<file path="src/design/sdf_pkg.sv">
// Shared constants, codes and the CRC-16/ARC byte update for the serial packet deframer.
// No dependencies; compiled first.
package sdf_pkg;

	localparam int StoreDepth = 32;

	// result kinds
	localparam logic [2:0] KIND_GOOD     = 3'd0;
	localparam logic [2:0] KIND_CRC_BAD  = 3'd1;
	localparam logic [2:0] KIND_SYNC_ERR = 3'd2;
	localparam logic [2:0] KIND_LEN_REJ  = 3'd3;
	localparam logic [2:0] KIND_TIMEOUT  = 3'd4;

	// configuration register indexes (byte address / 4)
	localparam logic [1:0] REG_SYNC_FIRST    = 2'd0;
	localparam logic [1:0] REG_SYNC_SECOND   = 2'd1;
	localparam logic [1:0] REG_TIMEOUT_LIMIT = 2'd2;

	localparam logic [7:0]  SYNC_FIRST_RST    = 8'hAA;
	localparam logic [7:0]  SYNC_SECOND_RST   = 8'h55;
	localparam logic [15:0] TIMEOUT_LIMIT_RST = 16'd100;

	localparam logic [15:0] CRC_POLY = 16'hA001;

	// reflected CRC-16, one byte in, eight shift steps
	function automatic logic [15:0] crc_feed(logic [15:0] crc, logic [7:0] b);
		logic [15:0] c;
		c = crc ^ {8'h00, b};
		for (int i = 0; i < 8; i++) begin
			if (c[0]) begin
				c = (c >> 1) ^ CRC_POLY;
			end else begin
				c = c >> 1;
			end
		end
		return c;
	endfunction

endpackage

</file>
<file path="src/design/sdf_req_if.sv">
// Request channel: one received byte or one timer tick per transfer.
// No dependencies.
interface sdf_req_if;
	logic       valid;
	logic       ready;
	logic       req_type;
	logic [7:0] rx_byte;

	modport source (output valid, output req_type, output rx_byte, input ready);
	modport sink (input valid, input req_type, input rx_byte, output ready);
endinterface

</file>
<file path="src/design/sdf_rsp_if.sv">
// Result channel: one deframer result per transfer.
// No dependencies.
interface sdf_rsp_if;
	logic        valid;
	logic        ready;
	logic [2:0]  kind;
	logic [7:0]  pkt_addr;
	logic [4:0]  pkt_len;
	logic [7:0]  pkt_type;
	logic [7:0]  data_byte;
	logic [4:0]  byte_index;
	logic        last;
	logic [15:0] good_count;
	logic [15:0] bad_count;
	logic [15:0] sync_err_count;
	logic [15:0] timeout_count;

	modport source (output valid, output kind, output pkt_addr, output pkt_len,
		output pkt_type, output data_byte, output byte_index, output last,
		output good_count, output bad_count, output sync_err_count,
		output timeout_count, input ready);
	modport sink (input valid, input kind, input pkt_addr, input pkt_len,
		input pkt_type, input data_byte, input byte_index, input last,
		input good_count, input bad_count, input sync_err_count,
		input timeout_count, output ready);
endinterface

</file>
<file path="src/design/serial_packet_deframer_crc16.sv">
// Serial packet deframer with CRC-16/ARC check, payload kept in a synchronous RAM.
// Depends on sdf_pkg, sdf_req_if, sdf_rsp_if.
//
//  channel  | direction | handshake         | carries
//  ---------+-----------+-------------------+-----------------------------------------
//  req      | in        | valid/ready       | req_type, rx_byte
//  rsp      | out       | valid/ready       | kind, header, data_byte, index, counters
//  apb      | in        | psel/penable      | sync_first, sync_second, timeout_limit
//
// A new byte or tick can be taken each cycle that req.ready is high. At the CRC high
// byte of a frame with N > 0 payload bytes the RAM is read back one entry a cycle while
// rsp is not stalled, one result per entry, req held off meanwhile. The single RAM read port sets that rate.
// arst_n clears all control state and counters; the payload RAM has no reset.
// A stalled rsp holds the output register and, through it, req and the readback.
module serial_packet_deframer_crc16
	import sdf_pkg::*;
#(
	parameter int PAYLOAD_LIMIT = 32
) (
	input  logic        clk,
	input  logic        arst_n,
	input  logic        psel,
	input  logic        penable,
	input  logic        pwrite,
	input  logic [3:0]  paddr,
	input  logic [31:0] pwdata,
	output logic [31:0] prdata,
	output logic        pready,
	sdf_req_if.sink     req,
	sdf_rsp_if.source   rsp
);

	localparam int LenLimit = (PAYLOAD_LIMIT < StoreDepth) ? PAYLOAD_LIMIT : StoreDepth;
	localparam int AddrW = $clog2(LenLimit);
	localparam logic [7:0] LenLimitB = 8'(LenLimit);

	typedef enum logic [2:0] {
		PH_HUNT, PH_SYNC2, PH_ADDR, PH_LEN, PH_TYPE, PH_DATA, PH_CRCL, PH_CRCH
	} phase_t;

	typedef struct packed {
		logic [2:0]  kind;
		logic [7:0]  pkt_addr;
		logic [4:0]  pkt_len;
		logic [7:0]  pkt_type;
		logic [7:0]  data_byte;
		logic [4:0]  byte_index;
		logic        last;
		logic [15:0] good_count;
		logic [15:0] bad_count;
		logic [15:0] sync_err_count;
		logic [15:0] timeout_count;
	} result_t;

	// configuration
	logic [7:0]  sync_first_q, sync_second_q;
	logic [15:0] timeout_limit_q;

	// frame state
	phase_t      phase_q, n_phase;
	logic [7:0]  hdr_addr_q, n_addr;
	logic [4:0]  hdr_len_q, n_len;
	logic [7:0]  hdr_type_q, n_type;
	logic [4:0]  fill_q, n_fill, fill_inc;
	logic [15:0] crc_q, n_crc;
	logic [7:0]  crc_lo_q, n_crclo;
	logic [16:0] idle_q, n_idle;
	logic [15:0] good_q, bad_q, serr_q, tout_q;
	logic [15:0] n_good, n_bad, n_serr, n_tout;

	// step outcome
	logic        single, start_emit, wr_en, accept;
	logic [2:0]  single_kind;
	result_t     single_res, emit_res;

	// readback
	logic        emit_q;
	logic [2:0]  frame_kind_q;
	logic [4:0]  issue_idx_q;
	logic        issue, consume;
	logic        rd_pend_s1;
	logic [4:0]  rd_idx_s1;
	logic [7:0]  mem_rd_s1;
	logic [7:0]  payload_mem [LenLimit];

	// output register
	logic        out_valid_q;
	result_t     out_q;

	// ---------------- configuration port ----------------
	assign pready = 1'b1;

	always_ff @(posedge clk or negedge arst_n) begin
		if (!arst_n) begin
			sync_first_q    <= SYNC_FIRST_RST;
			sync_second_q   <= SYNC_SECOND_RST;
			timeout_limit_q <= TIMEOUT_LIMIT_RST;
		end else if (psel && penable && pwrite) begin
			case (paddr[3:2])
				REG_SYNC_FIRST:    sync_first_q    <= pwdata[7:0];
				REG_SYNC_SECOND:   sync_second_q   <= pwdata[7:0];
				REG_TIMEOUT_LIMIT: timeout_limit_q <= pwdata[15:0];
				default: ;
			endcase
		end
	end

	always_comb begin
		case (paddr[3:2])
			REG_SYNC_FIRST:    prdata = {24'h0, sync_first_q};
			REG_SYNC_SECOND:   prdata = {24'h0, sync_second_q};
			REG_TIMEOUT_LIMIT: prdata = {16'h0, timeout_limit_q};
			default:           prdata = '0;
		endcase
	end

	// ---------------- per-item step ----------------
	assign req.ready = !emit_q && (!out_valid_q || rsp.ready);
	assign accept    = req.valid && req.ready;
	assign fill_inc  = fill_q + 5'd1;

	always_comb begin
		n_phase     = phase_q;
		n_addr      = hdr_addr_q;
		n_len       = hdr_len_q;
		n_type      = hdr_type_q;
		n_fill      = fill_q;
		n_crc       = crc_q;
		n_crclo     = crc_lo_q;
		n_idle      = idle_q;
		n_good      = good_q;
		n_bad       = bad_q;
		n_serr      = serr_q;
		n_tout      = tout_q;
		single      = 1'b0;
		single_kind = KIND_GOOD;
		start_emit  = 1'b0;
		wr_en       = 1'b0;
		if (req.req_type) begin
			if (phase_q != PH_HUNT) begin
				if (idle_q > {1'b0, timeout_limit_q}) begin
					n_idle      = '0;
					n_tout      = tout_q + 16'd1;
					n_phase     = PH_HUNT;
					single      = 1'b1;
					single_kind = KIND_TIMEOUT;
				end else begin
					n_idle = idle_q + 17'd1;
				end
			end
		end else begin
			n_idle = '0;
			case (phase_q)
				PH_HUNT: begin
					n_addr  = '0;
					n_len   = '0;
					n_type  = '0;
					n_fill  = '0;
					n_crc   = '0;
					n_crclo = '0;
					if (req.rx_byte == sync_first_q) begin
						n_phase = PH_SYNC2;
					end else begin
						n_serr      = serr_q + 16'd1;
						single      = 1'b1;
						single_kind = KIND_SYNC_ERR;
					end
				end
				PH_SYNC2: begin
					if (req.rx_byte == sync_second_q) begin
						n_phase = PH_ADDR;
					end else begin
						n_phase     = PH_HUNT;
						n_serr      = serr_q + 16'd1;
						single      = 1'b1;
						single_kind = KIND_SYNC_ERR;
					end
				end
				PH_ADDR: begin
					n_addr  = req.rx_byte;
					n_crc   = crc_feed(crc_q, req.rx_byte);
					n_phase = PH_LEN;
				end
				PH_LEN: begin
					if (req.rx_byte >= LenLimitB) begin
						n_phase     = PH_HUNT;
						single      = 1'b1;
						single_kind = KIND_LEN_REJ;
					end else begin
						n_len   = req.rx_byte[4:0];
						n_crc   = crc_feed(crc_q, req.rx_byte);
						n_phase = PH_TYPE;
					end
				end
				PH_TYPE: begin
					n_type  = req.rx_byte;
					n_crc   = crc_feed(crc_q, req.rx_byte);
					n_fill  = '0;
					n_phase = (hdr_len_q != 5'd0) ? PH_DATA : PH_CRCL;
				end
				PH_DATA: begin
					wr_en = 1'b1;
					n_crc = crc_feed(crc_q, req.rx_byte);
					if (fill_inc >= hdr_len_q) begin
						n_fill  = '0;
						n_phase = PH_CRCL;
					end else begin
						n_fill = fill_inc;
					end
				end
				PH_CRCL: begin
					n_crclo = req.rx_byte;
					n_phase = PH_CRCH;
				end
				PH_CRCH: begin
					n_phase = PH_HUNT;
					if ({req.rx_byte, crc_lo_q} == crc_q) begin
						n_good      = good_q + 16'd1;
						single_kind = KIND_GOOD;
					end else begin
						n_bad       = bad_q + 16'd1;
						single_kind = KIND_CRC_BAD;
					end
					if (hdr_len_q == 5'd0) begin
						single = 1'b1;
					end else begin
						start_emit = 1'b1;
					end
				end
				default: n_phase = PH_HUNT;
			endcase
		end
	end

	always_ff @(posedge clk or negedge arst_n) begin
		if (!arst_n) begin
			phase_q    <= PH_HUNT;
			hdr_addr_q <= '0;
			hdr_len_q  <= '0;
			hdr_type_q <= '0;
			fill_q     <= '0;
			crc_q      <= '0;
			crc_lo_q   <= '0;
			idle_q     <= '0;
			good_q     <= '0;
			bad_q      <= '0;
			serr_q     <= '0;
			tout_q     <= '0;
		end else if (accept) begin
			phase_q    <= n_phase;
			hdr_addr_q <= n_addr;
			hdr_len_q  <= n_len;
			hdr_type_q <= n_type;
			fill_q     <= n_fill;
			crc_q      <= n_crc;
			crc_lo_q   <= n_crclo;
			idle_q     <= n_idle;
			good_q     <= n_good;
			bad_q      <= n_bad;
			serr_q     <= n_serr;
			tout_q     <= n_tout;
		end
	end

	// ---------------- payload RAM and readback ----------------
	// read issued only when the slot after the RAM is free or being drained
	assign consume = rd_pend_s1 && (!out_valid_q || rsp.ready);
	assign issue   = emit_q && (issue_idx_q < hdr_len_q) && (!rd_pend_s1 || consume);

	always_ff @(posedge clk) begin
		if (accept && wr_en) begin
			payload_mem[fill_q[AddrW-1:0]] <= req.rx_byte;
		end
		if (issue) begin
			mem_rd_s1 <= payload_mem[issue_idx_q[AddrW-1:0]];
			rd_idx_s1 <= issue_idx_q;
		end
	end

	always_ff @(posedge clk or negedge arst_n) begin
		if (!arst_n) begin
			emit_q       <= 1'b0;
			frame_kind_q <= KIND_GOOD;
			issue_idx_q  <= '0;
			rd_pend_s1   <= 1'b0;
		end else begin
			if (accept && start_emit) begin
				emit_q       <= 1'b1;
				frame_kind_q <= single_kind;
				issue_idx_q  <= '0;
			end else begin
				if (issue) begin
					issue_idx_q <= issue_idx_q + 5'd1;
				end
				if (consume && (rd_idx_s1 == 5'(hdr_len_q - 5'd1))) begin
					emit_q <= 1'b0;
				end
			end
			if (issue) begin
				rd_pend_s1 <= 1'b1;
			end else if (consume) begin
				rd_pend_s1 <= 1'b0;
			end
		end
	end

	// ---------------- result register ----------------
	always_comb begin
		single_res = '{kind: single_kind, pkt_addr: n_addr, pkt_len: n_len,
			pkt_type: n_type, data_byte: 8'h00, byte_index: 5'd0, last: 1'b1,
			good_count: n_good, bad_count: n_bad, sync_err_count: n_serr,
			timeout_count: n_tout};
		emit_res = '{kind: frame_kind_q, pkt_addr: hdr_addr_q, pkt_len: hdr_len_q,
			pkt_type: hdr_type_q, data_byte: mem_rd_s1, byte_index: rd_idx_s1,
			last: (rd_idx_s1 == 5'(hdr_len_q - 5'd1)),
			good_count: good_q, bad_count: bad_q, sync_err_count: serr_q,
			timeout_count: tout_q};
	end

	always_ff @(posedge clk or negedge arst_n) begin
		if (!arst_n) begin
			out_valid_q <= 1'b0;
		end else if ((accept && single) || consume) begin
			out_valid_q <= 1'b1;
		end else if (rsp.ready) begin
			out_valid_q <= 1'b0;
		end
	end

	always_ff @(posedge clk) begin
		if (accept && single) begin
			out_q <= single_res;
		end else if (consume) begin
			out_q <= emit_res;
		end
	end

	assign rsp.valid          = out_valid_q;
	assign rsp.kind           = out_q.kind;
	assign rsp.pkt_addr       = out_q.pkt_addr;
	assign rsp.pkt_len        = out_q.pkt_len;
	assign rsp.pkt_type       = out_q.pkt_type;
	assign rsp.data_byte      = out_q.data_byte;
	assign rsp.byte_index     = out_q.byte_index;
	assign rsp.last           = out_q.last;
	assign rsp.good_count     = out_q.good_count;
	assign rsp.bad_count      = out_q.bad_count;
	assign rsp.sync_err_count = out_q.sync_err_count;
	assign rsp.timeout_count  = out_q.timeout_count;

`ifndef NO_ASSERTIONS
	// no new request while the payload is being read back
	a_no_accept_in_emit: assert property (@(posedge clk) disable iff (!arst_n)
		emit_q |-> !req.ready)
		else $error("request accepted during payload readback");

	// a pending RAM read only exists inside a readback run
	a_read_in_emit: assert property (@(posedge clk) disable iff (!arst_n)
		rd_pend_s1 |-> emit_q)
		else $error("RAM read pending outside readback");

	// payload write pointer stays inside the announced length
	a_fill_bound: assert property (@(posedge clk) disable iff (!arst_n)
		(phase_q == PH_DATA) |-> (fill_q < hdr_len_q))
		else $error("fill index beyond header length");

	// result index stays below the packet length, or is zero
	a_index_bound: assert property (@(posedge clk) disable iff (!arst_n)
		rsp.valid |-> (rsp.byte_index < rsp.pkt_len || rsp.byte_index == 5'd0))
		else $error("result index beyond packet length");
`endif

endmodule
</file>
<file path="src/flat_wrapper.sv">
// flat-port wrapper written by rule: the top's interface ports become plain ports
module serial_packet_deframer_crc16_flat import sdf_pkg::*;
#(
	parameter int PAYLOAD_LIMIT = 32
)
  (clk, arst_n, psel, penable, pwrite, paddr, pwdata, prdata, pready, req_valid, req_req_type, req_rx_byte, req_ready, rsp_valid, rsp_kind, rsp_pkt_addr, rsp_pkt_len, rsp_pkt_type, rsp_data_byte, rsp_byte_index, rsp_last, rsp_good_count, rsp_bad_count, rsp_sync_err_count, rsp_timeout_count, rsp_ready);
  sdf_req_if req_i ();
  sdf_rsp_if rsp_i ();
  input  logic clk;
  input  logic arst_n;
  input  logic psel;
  input  logic penable;
  input  logic pwrite;
  input  logic [3:0] paddr;
  input  logic [31:0] pwdata;
  output logic [31:0] prdata;
  output logic pready;
  input wire logic [$bits(req_i.valid)-1:0] req_valid;
  input wire logic [$bits(req_i.req_type)-1:0] req_req_type;
  input wire logic [$bits(req_i.rx_byte)-1:0] req_rx_byte;
  output wire logic [$bits(req_i.ready)-1:0] req_ready;
  output wire logic [$bits(rsp_i.valid)-1:0] rsp_valid;
  output wire logic [$bits(rsp_i.kind)-1:0] rsp_kind;
  output wire logic [$bits(rsp_i.pkt_addr)-1:0] rsp_pkt_addr;
  output wire logic [$bits(rsp_i.pkt_len)-1:0] rsp_pkt_len;
  output wire logic [$bits(rsp_i.pkt_type)-1:0] rsp_pkt_type;
  output wire logic [$bits(rsp_i.data_byte)-1:0] rsp_data_byte;
  output wire logic [$bits(rsp_i.byte_index)-1:0] rsp_byte_index;
  output wire logic [$bits(rsp_i.last)-1:0] rsp_last;
  output wire logic [$bits(rsp_i.good_count)-1:0] rsp_good_count;
  output wire logic [$bits(rsp_i.bad_count)-1:0] rsp_bad_count;
  output wire logic [$bits(rsp_i.sync_err_count)-1:0] rsp_sync_err_count;
  output wire logic [$bits(rsp_i.timeout_count)-1:0] rsp_timeout_count;
  input wire logic [$bits(rsp_i.ready)-1:0] rsp_ready;
  assign req_i.valid = req_valid;
  assign req_i.req_type = req_req_type;
  assign req_i.rx_byte = req_rx_byte;
  assign req_ready = req_i.ready;
  assign rsp_valid = rsp_i.valid;
  assign rsp_kind = rsp_i.kind;
  assign rsp_pkt_addr = rsp_i.pkt_addr;
  assign rsp_pkt_len = rsp_i.pkt_len;
  assign rsp_pkt_type = rsp_i.pkt_type;
  assign rsp_data_byte = rsp_i.data_byte;
  assign rsp_byte_index = rsp_i.byte_index;
  assign rsp_last = rsp_i.last;
  assign rsp_good_count = rsp_i.good_count;
  assign rsp_bad_count = rsp_i.bad_count;
  assign rsp_sync_err_count = rsp_i.sync_err_count;
  assign rsp_timeout_count = rsp_i.timeout_count;
  assign rsp_i.ready = rsp_ready;
  serial_packet_deframer_crc16 #(.PAYLOAD_LIMIT(PAYLOAD_LIMIT)) u_core (.clk(clk), .arst_n(arst_n), .psel(psel), .penable(penable), .pwrite(pwrite), .paddr(paddr), .pwdata(pwdata), .prdata(prdata), .pready(pready), .req(req_i), .rsp(rsp_i));
endmodule
</file>
<file path="config.mk">
export PLATFORM = sky130hd
export DESIGN_NAME = serial_packet_deframer_crc16_flat
export DESIGN_NICKNAME = d
export VERILOG_FILES = /design/src/design/sdf_pkg.sv /design/src/design/sdf_req_if.sv /design/src/design/sdf_rsp_if.sv /design/src/design/serial_packet_deframer_crc16.sv /design/src/flat_wrapper.sv
export SDC_FILE = /design/constraint.sdc
export NUM_CORES = 1
export LEC_CHECK = 0
export BUFFER_PORTS_ARGS = -buffer_cell sky130_fd_sc_hd__buf_2
export CAP_MARGIN = 20
export CORE_MARGIN = 3
export CORE_UTILIZATION = 54
export CTS_CLUSTER_SIZE = 25
export DETAILED_ROUTE_END_ITERATION = 7
export PLACE_DENSITY_LB_ADDON = 0.12
export SYNTH_ARGS = -nofsm -noshare
export SYNTH_HDL_FRONTEND = slang
export SYNTH_SLANG_ARGS = --single-unit
</file>
<file path="constraint.sdc">
create_clock -name clk -period 4.3 [get_ports clk]
set_input_delay 0.86 -clock clk [delete_from_list [all_inputs] [get_ports clk]]
set_output_delay 0.86 -clock clk [all_outputs]
set_load 0.005 [all_outputs]
</file>
-- Yosys cells after proc, flatten, opt, wreduce, memory -nomap -nowiden
Memories as Yosys holds them, arrays and structs flattened. A register that Yosys moved wholly into a read port is not among the register bits.
Index checks and enable logic that the tools add are counted.
- memories: 1
- latch bits: 0
- register bits: 284
- bits of input ports: 52
- output and inout port bits: 137
- memory bits (read-only): 0
- bits in writable memories: 256
- logic and storage cells: 296
- shift-type cells: 0
- bitwise gates (word level): 31
- multipliers: 0
- reductions and logical operators: 39
- div/mod/pow operators: 0
- equal/unequal tests: 18
- muxes and demuxes: 163
- add/subtract/negate cells: 8
- $lt $le $gt $ge: 4
- memories (memory ; depth ; width ; rd ports ; clocked after Yosys merged registers in ; wr ports ; line ; text):
    u_core.payload_mem ; 32 ; 8 ; 1 ; 1 ; 1 ; serial_packet_deframer_crc16.sv:84 ; logic [7:0] payload_mem [LenLimit];
- operator list (kind ; count):
    16-bit 2-to-1 mux ; 105
    102-bit 2-to-1 mux ; 2
    2-bit inverter with 3-bit output ; 29
    16-bit case mux with 5 select lines ; 1
    16-bit by 1-bit adder with 16-bit output (second input constant) ; 4
    17-bit 2-to-1 mux ; 3
    16-bit case mux with 3 select lines ; 1
    8-bit case mux with 2 select lines ; 3
    16-bit case mux with 2 select lines ; 1
    3-bit 2-to-1 mux ; 9
    5-bit 2-to-1 mux ; 5
    3-bit case mux with 8 select lines ; 1
    1-bit 2-to-1 mux ; 21
    5-bit case mux with 2 select lines ; 2
    17-bit by 1-bit adder with 17-bit output (second input constant) ; 1
    17-bit by 16-bit greater-than comparator with 1-bit output ; 1
    16-bit equality test ; 1
    8-bit equality test ; 2
    8-bit 2-to-1 mux ; 2
    16-bit by 8-bit XOR with 16-bit output ; 1
    2-bit nonzero test ; 7
    3-bit equality test (second input constant) ; 4
    3-bit case mux with 4 select lines ; 1
    1-bit logical AND ; 11
    28 further kinds ; 45

-- Depth between registers and ports, before layout
- depth in word-level cells: 40
- depth in mapped cells: 13
- gate-level depth less buffers: 11

-- Worst setup path after synthesis
Ideal clock, no wire load.
- kind: input to register
- from: input port rsp_ready
- to: register u_core.out_q (netlist bit u_core.rsp.sync_err_count[12]), data pin
- path buffers: 1
- required time: 4.145 ns
- setup slack: -0.200 ns
- data arrival time: 4.346 ns
- library setup time: 0.155 ns
- stages on the path: 10
- cell sequence: nor2b_1 > nor4b_2 > o211ai_1 > a41o_1 > o21ai_2 > nor2_1 > buf_2 > inv_1 > nand2_1 > mux2i_1
- cells in the longest elaborated chain, start to end: 5
- ends and longest elaborated chain (what ; line ; text):
    from (decl) ; flat_wrapper.sv:34 ; input wire logic [$bits(rsp_i.ready)-1:0] rsp_ready;
    1-bit logical OR ; serial_packet_deframer_crc16.sv:118 ; assign req.ready = !emit_q && (!out_valid_q || rsp.ready);
    1-bit logical AND ; serial_packet_deframer_crc16.sv:118 ;
    1-bit logical AND ; serial_packet_deframer_crc16.sv:119 ; assign accept = req.valid && req.ready;
    1-bit logical AND ; serial_packet_deframer_crc16.sv:331 ; if (accept && single) begin
    102-bit 2-to-1 mux ; serial_packet_deframer_crc16.sv:331 ;
    to (signal assigned) ; serial_packet_deframer_crc16.sv:332 ; out_q <= single_res;
    to (signal assigned) ; serial_packet_deframer_crc16.sv:334 ; out_q <= emit_res;
    to (decl) ; serial_packet_deframer_crc16.sv:88 ; result_t out_q;
Every way passes these cells.
A chain may end at the register's enable or synchronous reset.

-- Worst setup path after layout
- from: register u_core.idle_q[13]
- to: register u_core.out_q (netlist bit u_core.rsp.pkt_type[4]), data pin
- cells in the longest elaborated chain, start to end: 6
- ends and longest elaborated chain (what ; line ; text):
    from (decl) ; serial_packet_deframer_crc16.sv:67 ; logic [16:0] idle_q, n_idle;
    from (signal assigned) ; serial_packet_deframer_crc16.sv:257 ; idle_q <= n_idle;
    17-bit by 16-bit greater-than comparator with 1-bit output ; serial_packet_deframer_crc16.sv:141 ; if (idle_q > {1'b0, timeout_limit_q}) begin
    1-bit 2-to-1 mux ; serial_packet_deframer_crc16.sv:141 ;
    1-bit 2-to-1 mux ; serial_packet_deframer_crc16.sv:140 ; if (phase_q != PH_HUNT) begin
    1-bit 2-to-1 mux ; serial_packet_deframer_crc16.sv:139 ; if (req.req_type) begin
    1-bit logical AND ; serial_packet_deframer_crc16.sv:331 ;
    102-bit 2-to-1 mux ; serial_packet_deframer_crc16.sv:331 ;
Every way passes these cells.

==> results.cfg <==
[sta]
min_period_ps = 3718
worstMarginPinSlew_ps = 918.0
holdWs_ps = 279.3
timing.final.crit_share_pct = 86.47
setup_viol = 0
final_hold_viol_count = 0
drv_slew = 0
max_freq_mhz = 268.9
tns_ps = 0
rsz0062_at_grt = false
fin_ws_ps = 581.6
finClkSkew_ps = 19.84
max_slew_margin_pct = 38.58

[clocking]
cts_buffers = 55
clock-sinks = 548
clk_pin_slew_ps = 60
postCtsHoldBufs = 0
root_buffer = clkbuf_16
postCtsSetupRepairBufs = 0
cts.htree.levels = 2
worstSkewPairLatency_ps = 610
cts_buffer_depth = 3
cts_resized = 0
cts_tree = done

[placed_design]
dp_slack_ps = 278.9
placedInstanceArea_um2 = 25970
place_congestion = 0.8258
dp_hpwl_um = 37840
port-buffer-count = 153

[finish]
design_area_um2 = 27690
antenna-diode-count = 0
area_growth_pct = 14.07
drive_above_1_share_pct = 21.60
fin_nets = 2089

[yosys]
netlist_instances = 1803
syn_avg_cell_area_um2 = 13.46
synth_edf_count = 357
synth_ff_type = edfxtp_1
ys_warn_count = 0
synth-seq-area-share_pct = 63.63
synth.cell_area_um2 = 24270
synthDistinctLibCells = 66
ys_seq_elements = 548
async_flop_share_pct = 32.30

[setup_path]
critical_path_peak_fanout = 16
cp-end-kind = flop
slowest_delay_ps = 750
cp.arrival_ps = 4180
cp.required_ps = 4770
crit_path_top_delay_cell = nor2_1
crit_path_cell_trace = ha_1, nand4b_4, or4_4, o211a_1, o21ai_4, nor2_1, nor2_1, and2_1
rr_startpoint = u_core.idle_q[13]
cp-start-kind = flop
critical_path_class = reg -> reg
crit_path_start = u_core.idle_q[13]
cpMostUsedCell = nor2_1

[detailed_routing]
via_per_inst = 5.712
antenna_left = 0
first_pass_iters = 7
drt_first_iter_violations = 1054
wl_per_cell_um = 20.88
drt-total-wl_um = 55090
drc = 0
vias = 15070

[pwr]
switching_share_pct = 23.88
power_frac_clock_pct = 39.0
p_per_area_nw_per_um2 = 423.3
p_leak_nw = 10.64
power.internal_w = 0.008921
power_switching_w = 0.002799
pwr-share-comb_pct = 9.4
power_frac_seq_pct = 51.6
ir_drop_uv = 398.8
fin_total_pwr_w = 0.01172

[floorplan]
core_area_um2 = 44320
dieArea_um2 = 47530
num_rows = 77
dieHeight_um = 218.0
start_util_pct = 54.77
die_w_um = 218.0
ios = 189

[hold_path]
hold_class = in -> async

[flow_run]
drv_cap = 0

[global_route]
antenna_found_initial = 0
grt_use_total_pct = 23.52
grt_max_degree = 70
grt.overflow.total = 0
grt_pass1_wl_um = 85980
grt_pass1_vias = 14770

[run_status]
outcome = completed
layer usage:
| metal | vias up | routed length [um] | GRT usage, % |
|---|---|---|---|
| li1 | 7039 | - | - |
| met5 | - | 0 | 0 |
| met3 | 76 | 3079 | 3.748 |
| met4 | 0 | 1070 | 5.762 |
| met1 | 7520 | 23510 | 32.79 |
| met2 | 434 | 27420 | 39.25 |
cells by family after synthesis:
group / after synthesis / synth area share, %
other cells: 2 / 0.03094
flops: 548 / 63.63
xor+xnor: 135 / 4.871
simple gates: 528 / 10.28
fa+ha+maj: 36 / 1.856
mux: 122 / 9.305
compound gates: 294 / 7.464
buf+inv: 138 / 2.567
area by class of cell:
type	instances	area [um^2]
Clock buffer	72	1461
Clock inverter	30	252.7
Fill cell	3429	16630
Inverter	38	146.4
Multi-Input combinational cell	1132	8280
Sequential cell	548	15450
Tap cell	592	740.7
Timing Repair Buffer	226	1358
worst paths after layout:
check	endpoint	slack (ps)	depth (start not counted)
setup reg to reg	u_core.rsp.pkt_type[4]	580	8
hold / removal	u_core.timeout_limit_q[13]	280	1
setup / recovery	u_core.rsp.pkt_type[4]	580	8
min in group clk	u_core.rsp.data_byte[0]	450	2
hold reg to reg	u_core.rsp.data_byte[0]	450	2
max in group asynchronous	u_core.crc_q[14]	3040	2
per-stage QoR:
| step | util [%] | cells |
|---|---|---|
| after floorplan | - | 1818 |
| after global placement | 58.59 | 2535 |
| after detailed placement | 58.59 | 2535 |
| after CTS | 62.46 | 2637 |
| after global routing | 62.48 | 2638 |
| final | 62.48 | 2638 |
power groups by stage:
| stage | combinational [W] | clock [W] | sequential, W |
|---|---|---|---|
| 2_1_floorplan | 0.000662 | 0 | 0.00611 |
| 3_3_place_gp | 0.00108 | 0 | 0.00614 |
| 3_5_place_dp | 0.00111 | 0 | 0.00614 |
| 4_1_cts | 0.00111 | 0.00469 | 0.00604 |
| 5_1_grt | 0.00123 | 0.00492 | 0.00606 |
| 6_report | 0.00110 | 0.00458 | 0.00604 |
state kept, by name, summed over array words and instances, names as in the netlist, 16 cells and up:
signal / flops
u_core.payload_mem: 256
u_core.bad_q: 16
u_core.rsp.timeout_count: 16
u_core.tout_q: 16
u_core.idle_q: 17
u_core.rsp.sync_err_count: 16
u_core.timeout_limit_q: 16
u_core.good_q: 16
u_core.rsp.bad_count: 16
u_core.crc_q: 16
u_core.serr_q: 16
u_core.rsp.good_count: 16
layout by cell type, fill, tap and decap left out, types with 15 or more instances in the layout:
cell type and count:
a22o_1 28, xor2_1 42, nand2_1 214, nor2_1 102, conb_1 17, dfrtp_1 164
and3_1 32, buf_4 70, xnor2_1 93, clkbuf_16 56, nor3_1 28, a21oi_1 47
edfxtp_1 357, ha_1 36, mux4_2 80, clkbuf_1 16, o31ai_1 15, nand3_1 43
buf_2 152, inv_1 36, clkinv_1 17, a31oi_1 25, mux2_2 29, nand4_1 26
and2_1 28, o21ai_0 122
synth_stat cells (all sizes together) (3+ instances only):
cell	number	area, um^2
mux2i	13	130.1
a31oi	25	156.4
dfxtp	14	280.3
or3	9	56.30
edfxtp	357	10720
dfstp	11	289.0
o31ai	15	112.6
dfrtp	166	4154
and3	32	200.2
a31o	3	26.28
or2	8	50.05
inv	37	138.9
a22o	28	245.2
o21ai	129	649.4
buf	53	304.0
a21oi	47	235.2
nor2	103	389.1
nand3b	4	30.03
and2	29	181.4
nand2	214	803.3
nor2b	4	25.02
ha	36	450.4
clkbuf	47	176.4
mux2	29	326.6
o21a	10	75.07
xor2	42	367.9
nand3	43	215.2
a21o	8	60.06
a32o	3	30.03
nor4	3	25.02
nand4	26	162.7
xnor2	93	814.5
nor3	30	160.2
and4	4	35.03
o22a	3	26.28
mux4	80	1802
a211oi	6	45.04
o211ai	6	45.04
nand2b	12	75.07
worst max-delay path: cells and delay by family, from the launching register on:
| family | cells | cell delay (ps) |
|---|---|---|
| compound gates | 2 | 910 |
| fa+ha+maj | 1 | 340 |
| flops | 1 | 430 |
| simple gates | 5 | 1900 |
No activity file was read; power rests on OpenSTA's default activity.
